==> src/rtl/srpg_pkg.sv <==
// ----------------------------------------------------------------------------
// srpg_pkg
// Types, codes and reset values of the stepper ramp pulse generator.
// ----------------------------------------------------------------------------
`timescale 1ns / 1ps
`default_nettype none

package srpg_pkg;

  localparam int PULSES_PER_CHECK = 16;
  localparam int PERIOD_WIDTH     = 10;

  localparam int TARGET_WIDTH   = 10;
  localparam int SETUP_WIDTH    = 8;
  localparam int CFG_IDX_WIDTH  = 3;
  localparam int CFG_DATA_WIDTH = 10;

  typedef enum logic [1:0] {
    ACT_TICK   = 2'd0,
    ACT_START  = 2'd1,
    ACT_STOP   = 2'd2,
    ACT_FASTER = 2'd3
  } action_e;

  typedef struct packed {
    action_e action;
    logic    direction_cw;
  } in_item_t;

  typedef struct packed {
    logic                    step_level;
    logic                    dir_level;
    logic                    generator_active;
    logic                    requested_running;
    logic [TARGET_WIDTH-1:0] target_half_period;
    logic                    refused;
  } out_item_t;

  localparam logic [CFG_IDX_WIDTH-1:0] CFG_DEFAULT_HALF_PERIOD = CFG_IDX_WIDTH'(0);
  localparam logic [CFG_IDX_WIDTH-1:0] CFG_START_HALF_PERIOD   = CFG_IDX_WIDTH'(1);
  localparam logic [CFG_IDX_WIDTH-1:0] CFG_RAMP_DECREMENT      = CFG_IDX_WIDTH'(2);
  localparam logic [CFG_IDX_WIDTH-1:0] CFG_MIN_HALF_PERIOD     = CFG_IDX_WIDTH'(3);
  localparam logic [CFG_IDX_WIDTH-1:0] CFG_DIR_SETUP_US        = CFG_IDX_WIDTH'(4);

  localparam logic [TARGET_WIDTH-1:0] RST_DEFAULT_HALF_PERIOD = 10'd50;
  localparam logic [TARGET_WIDTH-1:0] RST_START_HALF_PERIOD   = 10'd50;
  localparam logic [TARGET_WIDTH-1:0] RST_RAMP_DECREMENT      = 10'd10;
  localparam logic [TARGET_WIDTH-1:0] RST_MIN_HALF_PERIOD     = 10'd5;
  localparam logic [SETUP_WIDTH-1:0]  RST_DIR_SETUP_US        = 8'd5;

endpackage

`default_nettype wire

==> src/rtl/srpg_if.sv <==
// ----------------------------------------------------------------------------
// srpg_if
// Valid/ready stream interfaces for the input and result channels.
// ----------------------------------------------------------------------------
`timescale 1ns / 1ps
`default_nettype none

interface srpg_in_if;
  logic               valid;
  logic               ready;
  srpg_pkg::in_item_t data;

  modport source (output valid, output data, input ready);
  modport sink   (input valid, input data, output ready);
endinterface

interface srpg_out_if;
  logic                valid;
  logic                ready;
  srpg_pkg::out_item_t data;

  modport source (output valid, output data, input ready);
  modport sink   (input valid, input data, output ready);
endinterface

`default_nettype wire

==> src/rtl/stepper_ramp_pulse_generator.sv <==
// ----------------------------------------------------------------------------
// stepper_ramp_pulse_generator
// Step and direction generator for a stepper motor with a linear speed ramp.
// ----------------------------------------------------------------------------
// Each input transaction is either a one-microsecond tick or a command (start,
// stop, faster), and each one yields exactly one result transaction carrying
// the step and direction levels and the requested state after it. Commands
// update the requested state at once; the generator itself moves only on
// ticks and samples stop, direction and target at check points, namely the
// first pulse of a run and then every PULSES_PER_CHECK+1 pulses. The block
// takes one transaction per clock cycle while the result channel does not
// stall. A transaction sits in the input register while the next-state logic
// works on it, and the result register captures the outcome and offers it.
// The next-state logic holds a counter increment, a compare against the
// half-period and the ramp subtraction. The user must see that configuration
// registers are written through the plain write port only while no
// transaction is in flight; the block itself does not enforce this.
// ----------------------------------------------------------------------------
`timescale 1ns / 1ps
`default_nettype none

module stepper_ramp_pulse_generator #(
  parameter int PULSES_PER_CHECK = srpg_pkg::PULSES_PER_CHECK,
  parameter int PERIOD_WIDTH     = srpg_pkg::PERIOD_WIDTH
) (
  input  wire logic                                clk_i,
  input  wire logic                                rst_ni,
  srpg_in_if.sink                                  in_i,
  srpg_out_if.source                               out_o,
  input  wire logic                                cfg_we_i,
  input  wire logic [srpg_pkg::CFG_IDX_WIDTH-1:0]  cfg_idx_i,
  input  wire logic [srpg_pkg::CFG_DATA_WIDTH-1:0] cfg_data_i
);

  localparam int TGW = srpg_pkg::TARGET_WIDTH;
  localparam int SUW = srpg_pkg::SETUP_WIDTH;
  localparam int PW  = PERIOD_WIDTH;
  // Wide enough to compare a period value against a 10-bit register.
  localparam int CW  = (PW > TGW) ? PW : TGW;
  // The time counter serves both the half-period and the setup hold.
  localparam int TW  = (PW > SUW) ? PW : SUW;
  localparam int PCW = (PULSES_PER_CHECK < 2) ? 1 : $clog2(PULSES_PER_CHECK + 1);

  // Generator phase codes.
  localparam logic [1:0] PH_IDLE  = 2'd0;
  localparam logic [1:0] PH_SETUP = 2'd1;
  localparam logic [1:0] PH_HIGH  = 2'd2;
  localparam logic [1:0] PH_LOW   = 2'd3;

  // The whole pulse generator state, kept together so that the pulse start
  // step can be written once and reused from several phases.
  typedef struct packed {
    logic [1:0]     phase;
    logic           cw;
    logic           dir;
    logic           setup_checks;
    logic [PW-1:0]  target;
    logic [PW-1:0]  half;
    logic [TW-1:0]  time_cnt;
    logic [PCW-1:0] pulses;
  } gen_t;

  // Configuration registers.
  logic [TGW-1:0] default_hp_q;
  logic [TGW-1:0] start_hp_q;
  logic [TGW-1:0] ramp_dec_q;
  logic [TGW-1:0] min_hp_q;
  logic [SUW-1:0] dir_setup_q;

  // Requested state, changed by commands.
  logic           req_running_q, req_running_d;
  logic           req_cw_q, req_cw_d;
  logic [TGW-1:0] req_target_q, req_target_d;

  gen_t gen_q, gen_d, gen_tick;

  // Input register and result register.
  logic                in_valid_q;
  srpg_pkg::in_item_t  in_data_q;
  logic                out_valid_q;
  srpg_pkg::out_item_t out_data_q, out_data_d;

  logic in_ready;
  logic out_free;
  logic exec;
  logic refused;

  // Masked and widened copies of the registers.
  logic [CW-1:0]  start_w, req_w, def_w, fast_w, def_back_w, fast_back_w;
  logic [PW-1:0]  start_m, req_m, def_m, fast_m;
  logic [TGW-1:0] halved, fast_raw;
  logic [CW-1:0]  half_w, tgt_w, ramp_w, diff_w, sub_w;
  logic [PW-1:0]  ramped;
  logic [TW-1:0]  time_inc, setup_ext, half_ext;
  logic           setup_zero;

  // Start of a pulse. At a check point this applies a pending stop, picks up
  // the target and, on a direction change, restarts the ramp and, unless the
  // setup hold is zero, restarts the setup hold instead of raising the step pin.
  function automatic gen_t begin_pulse(gen_t s, logic run, logic cw,
                                       logic [PW-1:0] tgt, logic [PW-1:0] start,
                                       logic zero_setup);
    gen_t r;
    r          = s;
    r.phase    = PH_HIGH;
    r.time_cnt = '0;
    if (s.pulses >= PCW'(PULSES_PER_CHECK)) begin
      r.pulses = '0;
      if (!run) begin
        r.phase = PH_IDLE;
      end else begin
        r.target = tgt;
        if (cw != s.cw) begin
          r.cw   = cw;
          r.dir  = !cw;
          r.half = start;
          if (!zero_setup) begin
            r.phase        = PH_SETUP;
            r.setup_checks = 1'b0;
          end
        end
      end
    end else begin
      r.pulses = s.pulses + PCW'(1);
    end
    return r;
  endfunction

  // Handshake: the input register refills whenever its content moves on, and
  // the result register takes a new result whenever the old one is gone.
  assign out_free   = !out_valid_q || out_o.ready;
  assign exec       = in_valid_q && out_free;
  assign in_ready   = !in_valid_q || out_free;
  assign in_i.ready = in_ready;

  assign out_o.valid = out_valid_q;
  assign out_o.data  = out_data_q;

  // Period values are held in PERIOD_WIDTH bits, so registers are masked to
  // that width where they enter the generator or the requested target.
  always_comb begin
    start_w     = CW'(start_hp_q);
    start_m     = start_w[PW-1:0];
    req_w       = CW'(req_target_q);
    req_m       = req_w[PW-1:0];
    def_w       = CW'(default_hp_q);
    def_m       = def_w[PW-1:0];
    def_back_w  = CW'(def_m);
    halved      = req_target_q >> 1;
    fast_raw    = (halved < min_hp_q) ? min_hp_q : halved;
    fast_w      = CW'(fast_raw);
    fast_m      = fast_w[PW-1:0];
    fast_back_w = CW'(fast_m);
  end

  // Ramp step: the half-period falls by the decrement but never below the
  // generator target; a half-period already below the target is kept.
  always_comb begin
    half_w = CW'(gen_q.half);
    tgt_w  = CW'(gen_q.target);
    ramp_w = CW'(ramp_dec_q);
    diff_w = half_w - tgt_w;
    sub_w  = half_w - ramp_w;
    ramped = gen_q.half;
    if (half_w > tgt_w) begin
      if (diff_w < ramp_w) begin
        ramped = gen_q.target;
      end else begin
        ramped = sub_w[PW-1:0];
      end
    end
  end

  // Generator advance for one tick.
  always_comb begin
    time_inc   = gen_q.time_cnt + TW'(1);
    setup_ext  = TW'(dir_setup_q);
    half_ext   = TW'(gen_q.half);
    setup_zero = (dir_setup_q == '0);
    gen_tick   = gen_q;
    unique case (gen_q.phase)
      PH_IDLE: begin
        // Launch on the first tick that sees a run requested.
        if (req_running_q) begin
          gen_tick.cw       = req_cw_q;
          gen_tick.dir      = !req_cw_q;
          gen_tick.target   = req_m;
          gen_tick.half     = start_m;
          gen_tick.pulses   = PCW'(PULSES_PER_CHECK);
          gen_tick.time_cnt = '0;
          if (setup_zero) begin
            gen_tick = begin_pulse(gen_tick, req_running_q, req_cw_q, req_m,
                                   start_m, setup_zero);
          end else begin
            gen_tick.phase        = PH_SETUP;
            gen_tick.setup_checks = 1'b1;
          end
        end
      end
      PH_SETUP: begin
        gen_tick.time_cnt = time_inc;
        if (time_inc >= setup_ext) begin
          if (gen_q.setup_checks) begin
            gen_tick = begin_pulse(gen_tick, req_running_q, req_cw_q, req_m,
                                   start_m, setup_zero);
          end else begin
            gen_tick.phase    = PH_HIGH;
            gen_tick.time_cnt = '0;
          end
        end
      end
      PH_HIGH: begin
        gen_tick.time_cnt = time_inc;
        if (time_inc >= half_ext) begin
          gen_tick.phase    = PH_LOW;
          gen_tick.time_cnt = '0;
        end
      end
      PH_LOW: begin
        gen_tick.time_cnt = time_inc;
        if (time_inc >= half_ext) begin
          gen_tick.half = ramped;
          gen_tick      = begin_pulse(gen_tick, req_running_q, req_cw_q, req_m,
                                      start_m, setup_zero);
        end
      end
      default: begin
        gen_tick = gen_q;
      end
    endcase
  end

  // Command handling and the result of the current transaction.
  always_comb begin
    req_running_d = req_running_q;
    req_cw_d      = req_cw_q;
    req_target_d  = req_target_q;
    gen_d         = gen_q;
    refused       = 1'b0;
    unique case (in_data_q.action)
      srpg_pkg::ACT_TICK: begin
        gen_d = gen_tick;
      end
      srpg_pkg::ACT_START: begin
        if (!req_running_q) begin
          req_target_d = def_back_w[TGW-1:0];
        end
        req_cw_d      = in_data_q.direction_cw;
        req_running_d = 1'b1;
      end
      srpg_pkg::ACT_STOP: begin
        req_running_d = 1'b0;
      end
      srpg_pkg::ACT_FASTER: begin
        if (!req_running_q) begin
          refused = 1'b1;
        end else begin
          req_target_d = fast_back_w[TGW-1:0];
        end
      end
      default: begin
        gen_d = gen_q;
      end
    endcase

    out_data_d.step_level         = (gen_d.phase == PH_HIGH);
    out_data_d.dir_level          = gen_d.dir;
    out_data_d.generator_active   = (gen_d.phase != PH_IDLE);
    out_data_d.requested_running  = req_running_d;
    out_data_d.target_half_period = req_target_d;
    out_data_d.refused            = refused;
  end

  // Input register.
  always_ff @(posedge clk_i or negedge rst_ni) begin
    if (!rst_ni) begin
      in_valid_q <= 1'b0;
    end else if (in_ready) begin
      in_valid_q <= in_i.valid;
    end
  end

  always_ff @(posedge clk_i) begin
    if (in_ready && in_i.valid) begin
      in_data_q <= in_i.data;
    end
  end

  // Result register.
  always_ff @(posedge clk_i or negedge rst_ni) begin
    if (!rst_ni) begin
      out_valid_q <= 1'b0;
    end else if (out_free) begin
      out_valid_q <= exec;
    end
  end

  always_ff @(posedge clk_i) begin
    if (exec) begin
      out_data_q <= out_data_d;
    end
  end

  // Requested and generator state.
  always_ff @(posedge clk_i or negedge rst_ni) begin
    if (!rst_ni) begin
      req_running_q <= 1'b0;
      req_cw_q      <= 1'b1;
      req_target_q  <= srpg_pkg::RST_DEFAULT_HALF_PERIOD;
      gen_q         <= '{phase:        PH_IDLE,
                         cw:           1'b1,
                         dir:          1'b0,
                         setup_checks: 1'b0,
                         target:       PW'(50),
                         half:         PW'(50),
                         time_cnt:     '0,
                         pulses:       PCW'(PULSES_PER_CHECK)};
    end else if (exec) begin
      req_running_q <= req_running_d;
      req_cw_q      <= req_cw_d;
      req_target_q  <= req_target_d;
      gen_q         <= gen_d;
    end
  end

  // Configuration registers; writes to an unused index are ignored.
  always_ff @(posedge clk_i or negedge rst_ni) begin
    if (!rst_ni) begin
      default_hp_q <= srpg_pkg::RST_DEFAULT_HALF_PERIOD;
      start_hp_q   <= srpg_pkg::RST_START_HALF_PERIOD;
      ramp_dec_q   <= srpg_pkg::RST_RAMP_DECREMENT;
      min_hp_q     <= srpg_pkg::RST_MIN_HALF_PERIOD;
      dir_setup_q  <= srpg_pkg::RST_DIR_SETUP_US;
    end else if (cfg_we_i) begin
      unique case (cfg_idx_i)
        srpg_pkg::CFG_DEFAULT_HALF_PERIOD: default_hp_q <= cfg_data_i[TGW-1:0];
        srpg_pkg::CFG_START_HALF_PERIOD:   start_hp_q   <= cfg_data_i[TGW-1:0];
        srpg_pkg::CFG_RAMP_DECREMENT:      ramp_dec_q   <= cfg_data_i[TGW-1:0];
        srpg_pkg::CFG_MIN_HALF_PERIOD:     min_hp_q     <= cfg_data_i[TGW-1:0];
        srpg_pkg::CFG_DIR_SETUP_US:        dir_setup_q  <= cfg_data_i[SUW-1:0];
        default: begin
        end
      endcase
    end
  end

endmodule

`default_nettype wire

==> src/flat_wrapper.sv <==
// flat-port wrapper written by rule: the top's interface ports become plain ports
module stepper_ramp_pulse_generator_flat 
#(
  parameter int PULSES_PER_CHECK = srpg_pkg::PULSES_PER_CHECK,
  parameter int PERIOD_WIDTH     = srpg_pkg::PERIOD_WIDTH
)
  (clk_i, rst_ni, cfg_we_i, cfg_idx_i, cfg_data_i, in_i_valid, in_i_data, in_i_ready, out_o_valid, out_o_data, out_o_ready);
  srpg_in_if in_i_i ();
  srpg_out_if out_o_i ();
  input  wire logic clk_i;
  input  wire logic rst_ni;
  input  wire logic cfg_we_i;
  input  wire logic [srpg_pkg::CFG_IDX_WIDTH-1:0] cfg_idx_i;
  input  wire logic [srpg_pkg::CFG_DATA_WIDTH-1:0] cfg_data_i;
  input wire logic [$bits(in_i_i.valid)-1:0] in_i_valid;
  input wire logic [$bits(in_i_i.data)-1:0] in_i_data;
  output wire logic [$bits(in_i_i.ready)-1:0] in_i_ready;
  output wire logic [$bits(out_o_i.valid)-1:0] out_o_valid;
  output wire logic [$bits(out_o_i.data)-1:0] out_o_data;
  input wire logic [$bits(out_o_i.ready)-1:0] out_o_ready;
  assign in_i_i.valid = in_i_valid;
  assign in_i_i.data = in_i_data;
  assign in_i_ready = in_i_i.ready;
  assign out_o_valid = out_o_i.valid;
  assign out_o_data = out_o_i.data;
  assign out_o_i.ready = out_o_ready;
  stepper_ramp_pulse_generator #(.PULSES_PER_CHECK(PULSES_PER_CHECK), .PERIOD_WIDTH(PERIOD_WIDTH)) u_core (.clk_i(clk_i), .rst_ni(rst_ni), .in_i(in_i_i), .out_o(out_o_i), .cfg_we_i(cfg_we_i), .cfg_idx_i(cfg_idx_i), .cfg_data_i(cfg_data_i));
endmodule
==> config.mk <==
export PLATFORM = sky130hd
export DESIGN_NAME = stepper_ramp_pulse_generator_flat
export DESIGN_NICKNAME = d
export VERILOG_FILES = /design/src/rtl/srpg_pkg.sv /design/src/rtl/srpg_if.sv /design/src/rtl/stepper_ramp_pulse_generator.sv /design/src/flat_wrapper.sv
export SDC_FILE = /design/constraint.sdc
export NUM_CORES = 1
export LEC_CHECK = 0
export BUFFER_PORTS_ARGS = -buffer_cell sky130_fd_sc_hd__buf_4
export CAP_MARGIN = 20
export CORE_UTILIZATION = 56
export DETAILED_ROUTE_END_ITERATION = 10
export GPL_ROUTABILITY_DRIVEN = 0
export GPL_TIMING_DRIVEN = 0
export PLACE_DENSITY = 0.83
export RECOVER_POWER = 25
export SKIP_LAST_GASP = 1
export SYNTH_ARGS = -nofsm -noshare
export SYNTH_HDL_FRONTEND = slang
export SYNTH_SLANG_ARGS = --single-unit
==> constraint.sdc <==
create_clock -name clk_i -period 3.9 [get_ports clk_i]
set_input_delay 0.195 -clock clk_i [delete_from_list [all_inputs] [get_ports clk_i]]
set_output_delay 0.195 -clock clk_i [all_outputs]
set_load 0.02 [all_outputs]
==> summary.md <==
## Status
• status: finished, violations left
• failing checks: max-capacitance violations, max-slew violations

## Synthesis
• share of synthesized flip-flops with an asynchronous set or reset: 85.0%
• Yosys top cell area share: 25.1%
• most frequently used flop master after synthesis: sky130_fd_sc_hd__dfrtp_1
• xor and xnor area share after synthesis: 2.26%
• post-synth top area cell: sky130_fd_sc_hd__dfrtp_1
• cell types with the largest area share after synthesis: sky130_fd_sc_hd__dfrtp_1 (25%), sky130_fd_sc_hd__ha_1 (9.8%), sky130_fd_sc_hd__dfstp_2 (8.1%)
• mean post-synth cell area: 9.57 sq um
• YS warnings: 0
• distinct cell type count of the synthesized netlist: 73
• cell count after synthesis: 812
• number of enable flip-flop cells after synthesis: 18
• simple-gate share of the synthesized area: 15.0%
• share of the synthesized area in compound gates (AO/OA/AOI/OAI): 17.5%
• total of flip-flops plus latches after synthesis: 120
• library cell with the highest instance count after synthesis: sky130_fd_sc_hd__nand2_1
• post-synthesis net count: 896
• cell area after technology mapping: 7770 sq um
• portion of the post-synthesis area used by sequential elements: 40.2%
• main combinational cell family by area after synthesis: compound AO/OA/AOI/OAI gates
• top cell types by occurrence after synthesis: sky130_fd_sc_hd__nand2_1 (88), sky130_fd_sc_hd__dfrtp_1 (78), sky130_fd_sc_hd__inv_1 (65), sky130_fd_sc_hd__ha_1 (61), sky130_fd_sc_hd__o21ai_0 (57)
• mux cell area share after synthesis: 9.36%
• adder and majority cell fraction of the synthesized area: 10.3%

## STA
• worst slew margin relative to its limit: -60.7%
• post-route minimum period: 3.89 ns
• highest clock rate: 257 MHz
• Period Utilization, post-route: 99.7%
• setup skew after layout: 0.00961 ns
• RSZ-0062 raised after global routing: true
• worst-margin pin slew: 2.41 ns
• final hold violation count: 0
• fin. max-slew vios: 42
• # setup viols final: 0

## Clock tree
• CTS HTree Levels: 4
• clock tree from TritonCTS: yes
• CTS Root Buffer Type: sky130_fd_sc_hd__clkbuf_16
• number of buffers on the longest clock path: 2
• Worst-path clk slew: 0.06 ns
• total clock buffers created by CTS: 17
• source-to-sink clock delay at the later pin of the worst-skew pair: 0.42 ns
• number of sinks handled by clock tree synthesis: 120

## Worst setup path
• crit path DAT: 4.25 ns
• CP Class: register to register
• largest fanout on the critical path: 8
• CP endpoint kind: register
• Worst setup SP type: register
• required time worst endpoint: 4.26 ns

## Drt
• aggregate routed wire length: 20.3 mm
• Iteration-0 DRC Markers: 649
• Remaining DRCs: 0
• drt via density: 6.16
• count of TritonRoute iterations in the first routing pass: 6
• number of vias after detailed routing: 6,620
• post-route ant nets: 0
• per-cell routed wire length: 18.9 microns

## GRT
• largest net degree at the start of global routing: 62
• wire length of the first global-routing pass: 31.9 mm
• overall routing resource usage: 28.8%
• antenna violations before repair: 0
• via count of the first global-routing pass: 6,401
• sum of overflow across all layers after global routing: 0

## Job
• max-capacitance violation count: 1

## Power
• total power per unit cell area: 500 nW/um^2
• leakage power: 0.00399 uW
• VDD IR max: 384 uV

## Place
• I/O Buffers: 37
• area post-placement: 8310 sq um
• dpl hpwl: 13.4 mm

## Floorplan
• starting density of the core: 58.0%
• core area: 13,400 sq um
• horizontal die dimension: 120 microns
• number of placement rows: 42
• Die H: 120 microns
• I/O pins: 38
• area of the die: 14,300 sq um

## Layout
• number of diodes: 0
• area overhead of the layout relative to synthesis: 17.9%
• fraction of the core area covered by cells at the end of the flow: 68.4%
• number of nets in the finished design: 970
• fraction of final layout cells sized beyond drive strength 1: 21.4%
• post-route cell area: 9160 sq um

## Min path
• Min-Delay Path Class: primary input to register

-- through the flow --
| step | power (uW) | setup WS, ns | TNS, ns | std cells | hold slack [ns] |
|---|---|---|---|---|---|
| final | 4580 | 0.0122 | 0 | 1075 | 0.0594 |
| after global routing | 4810 | -0.164 | -0.917 | 1075 | 0.0513 |
| after CTS | 4530 | 0.00769 | 0 | 1064 | 0.0371 |
| after detailed placement | 2970 | -0.470 | -3.52 | 1027 | 0.225 |
| after global placement | 2920 | -0.361 | -2.48 | 1025 | 0.374 |
| after floorplan | 2610 | 0.148 | 0 | 812 | -0.101 |
-- repair_timing --
| action | 4_1_cts | 5_1_grt |
|---|---|---|
| gates resized for setup | 8 | 29 |
| pin swaps | 2 | 13 |
| hold endpoints to repair | 40 | 0 |
| hold buffers | 5 | 0 |
| setup buffers | 1 | 10 |
| endpoints found under the setup margin | 10 | 23 |
| gates cloned | 0 | 1 |
-- worst max-delay path, stage by stage (launching register included) --
cell                       delay [ns]
sky130_fd_sc_hd__dfstp_2         0.62
sky130_fd_sc_hd__ha_4            0.23
sky130_fd_sc_hd__nor2b_2         0.15
sky130_fd_sc_hd__o21ai_2         0.19
sky130_fd_sc_hd__a21boi_1        0.11
sky130_fd_sc_hd__o21ai_1         0.14
sky130_fd_sc_hd__nand2b_1        0.12
sky130_fd_sc_hd__a31oi_4         0.23
sky130_fd_sc_hd__mux2i_1         0.19
sky130_fd_sc_hd__nand3_1         0.13
sky130_fd_sc_hd__ha_4            0.24
sky130_fd_sc_hd__o211ai_1        0.09
sky130_fd_sc_hd__a21oi_1         0.06
sky130_fd_sc_hd__a221o_2         0.50
sky130_fd_sc_hd__buf_8           0.19
sky130_fd_sc_hd__nor2_1          0.20
sky130_fd_sc_hd__a21oi_2         0.08
sky130_fd_sc_hd__o22ai_1         0.15
sky130_fd_sc_hd__a22o_2          0.17
-- kinds of logic after synthesis --
logic type	after synthesis
buffers and inverters	98
adders and majority gates	63
muxes	67
and+or+nand+nor	239
xor gates and xnor gates	20
AOI/OAI and AO/OA	205
DFF	120
-- per-layer routing --
| layer | track usage [%] | vias to the layer above | part of all wire [%] |
|---|---|---|---|
| li1 | - | 3069 | - |
| met1 | 36.8 | 3204 | 41 |
| met2 | 47.3 | 281 | 49 |
| met3 | 6.46 | 66 | 6.9 |
| met4 | 11.9 | 0 | 3.3 |
| met5 | 0 | - | 0 |
-- power breakdown --
group / leakage (uW) / switching [uW] / total, uW / internal, uW
Sequential: 0.00135 / 199 / 1730 / 1530
Clock: 0.000270 / 580 / 1530 / 948
Combinational: 0.00237 / 716 / 1320 / 604
Total: 0.00399 / 1500 / 4580 / 3080
-- area by class of cell --
cell class              count  area, sq um
plain buffers              32          178
clock buffers              19          443
clock inverters            13          129
fillers                   992         4240
inverters                  65          246
multi-input cells         594         4350
flip-flops and latches    120         3120
well taps                 176          220
repair buffers             56          470
-- layout by cell type, fill, tap and decap left out, types with 22 or more instances in the layout --
cell type                  instances
sky130_fd_sc_hd__dfstp_2          24
sky130_fd_sc_hd__ha_1             57
sky130_fd_sc_hd__nand2_1          88
sky130_fd_sc_hd__mux2i_1          23
sky130_fd_sc_hd__buf_4            44
sky130_fd_sc_hd__clkbuf_1         22
sky130_fd_sc_hd__inv_1            62
sky130_fd_sc_hd__mux2_2           41
sky130_fd_sc_hd__a21oi_1          37
sky130_fd_sc_hd__dfrtp_1          78
sky130_fd_sc_hd__o21ai_0          51
sky130_fd_sc_hd__nor2_1           51
sky130_fd_sc_hd__nand3_1          26
-- worst paths after layout --
kind                                               to  slack, ns  cells past startpoint           startpoint
worst max-delay path               u_core.half_ext[4]       0.01                     18   u_core.half_ext[1]
worst min-delay path             u_core.ramp_dec_q[5]       0.06                      3        cfg_data_i[5]
worst max register to register     u_core.half_ext[4]       0.01                     18   u_core.half_ext[1]
worst min register to register        u_core.req_cw_q       0.49                      1  u_core.in_data_q[0]
max in group asynchronous       u_core.dir_setup_q[6]       1.47                      2               rst_ni
min in group asynchronous            u_core.gen_q[39]       1.05                      2               rst_ni
-- sequential cells by signal, summed over array words and instances, names as in the netlist --
register	flops
u_core.out_o.data	15
u_core.min_hp_q	10
u_core.in_data_q	3
u_core.start_hp_q	10
u_core.out_o.valid	1
u_core.tgt_w	10
u_core.req_running_q	1
u_core.req_m	10
u_core.req_cw_q	1
u_core.def_back_w	10
u_core.half_ext	10
u_core.in_valid_q	1
u_core.ramp_dec_q	10
u_core.dir_setup_q	8
u_core.gen_q	20
No activity file was read; power rests on OpenSTA's default activity.
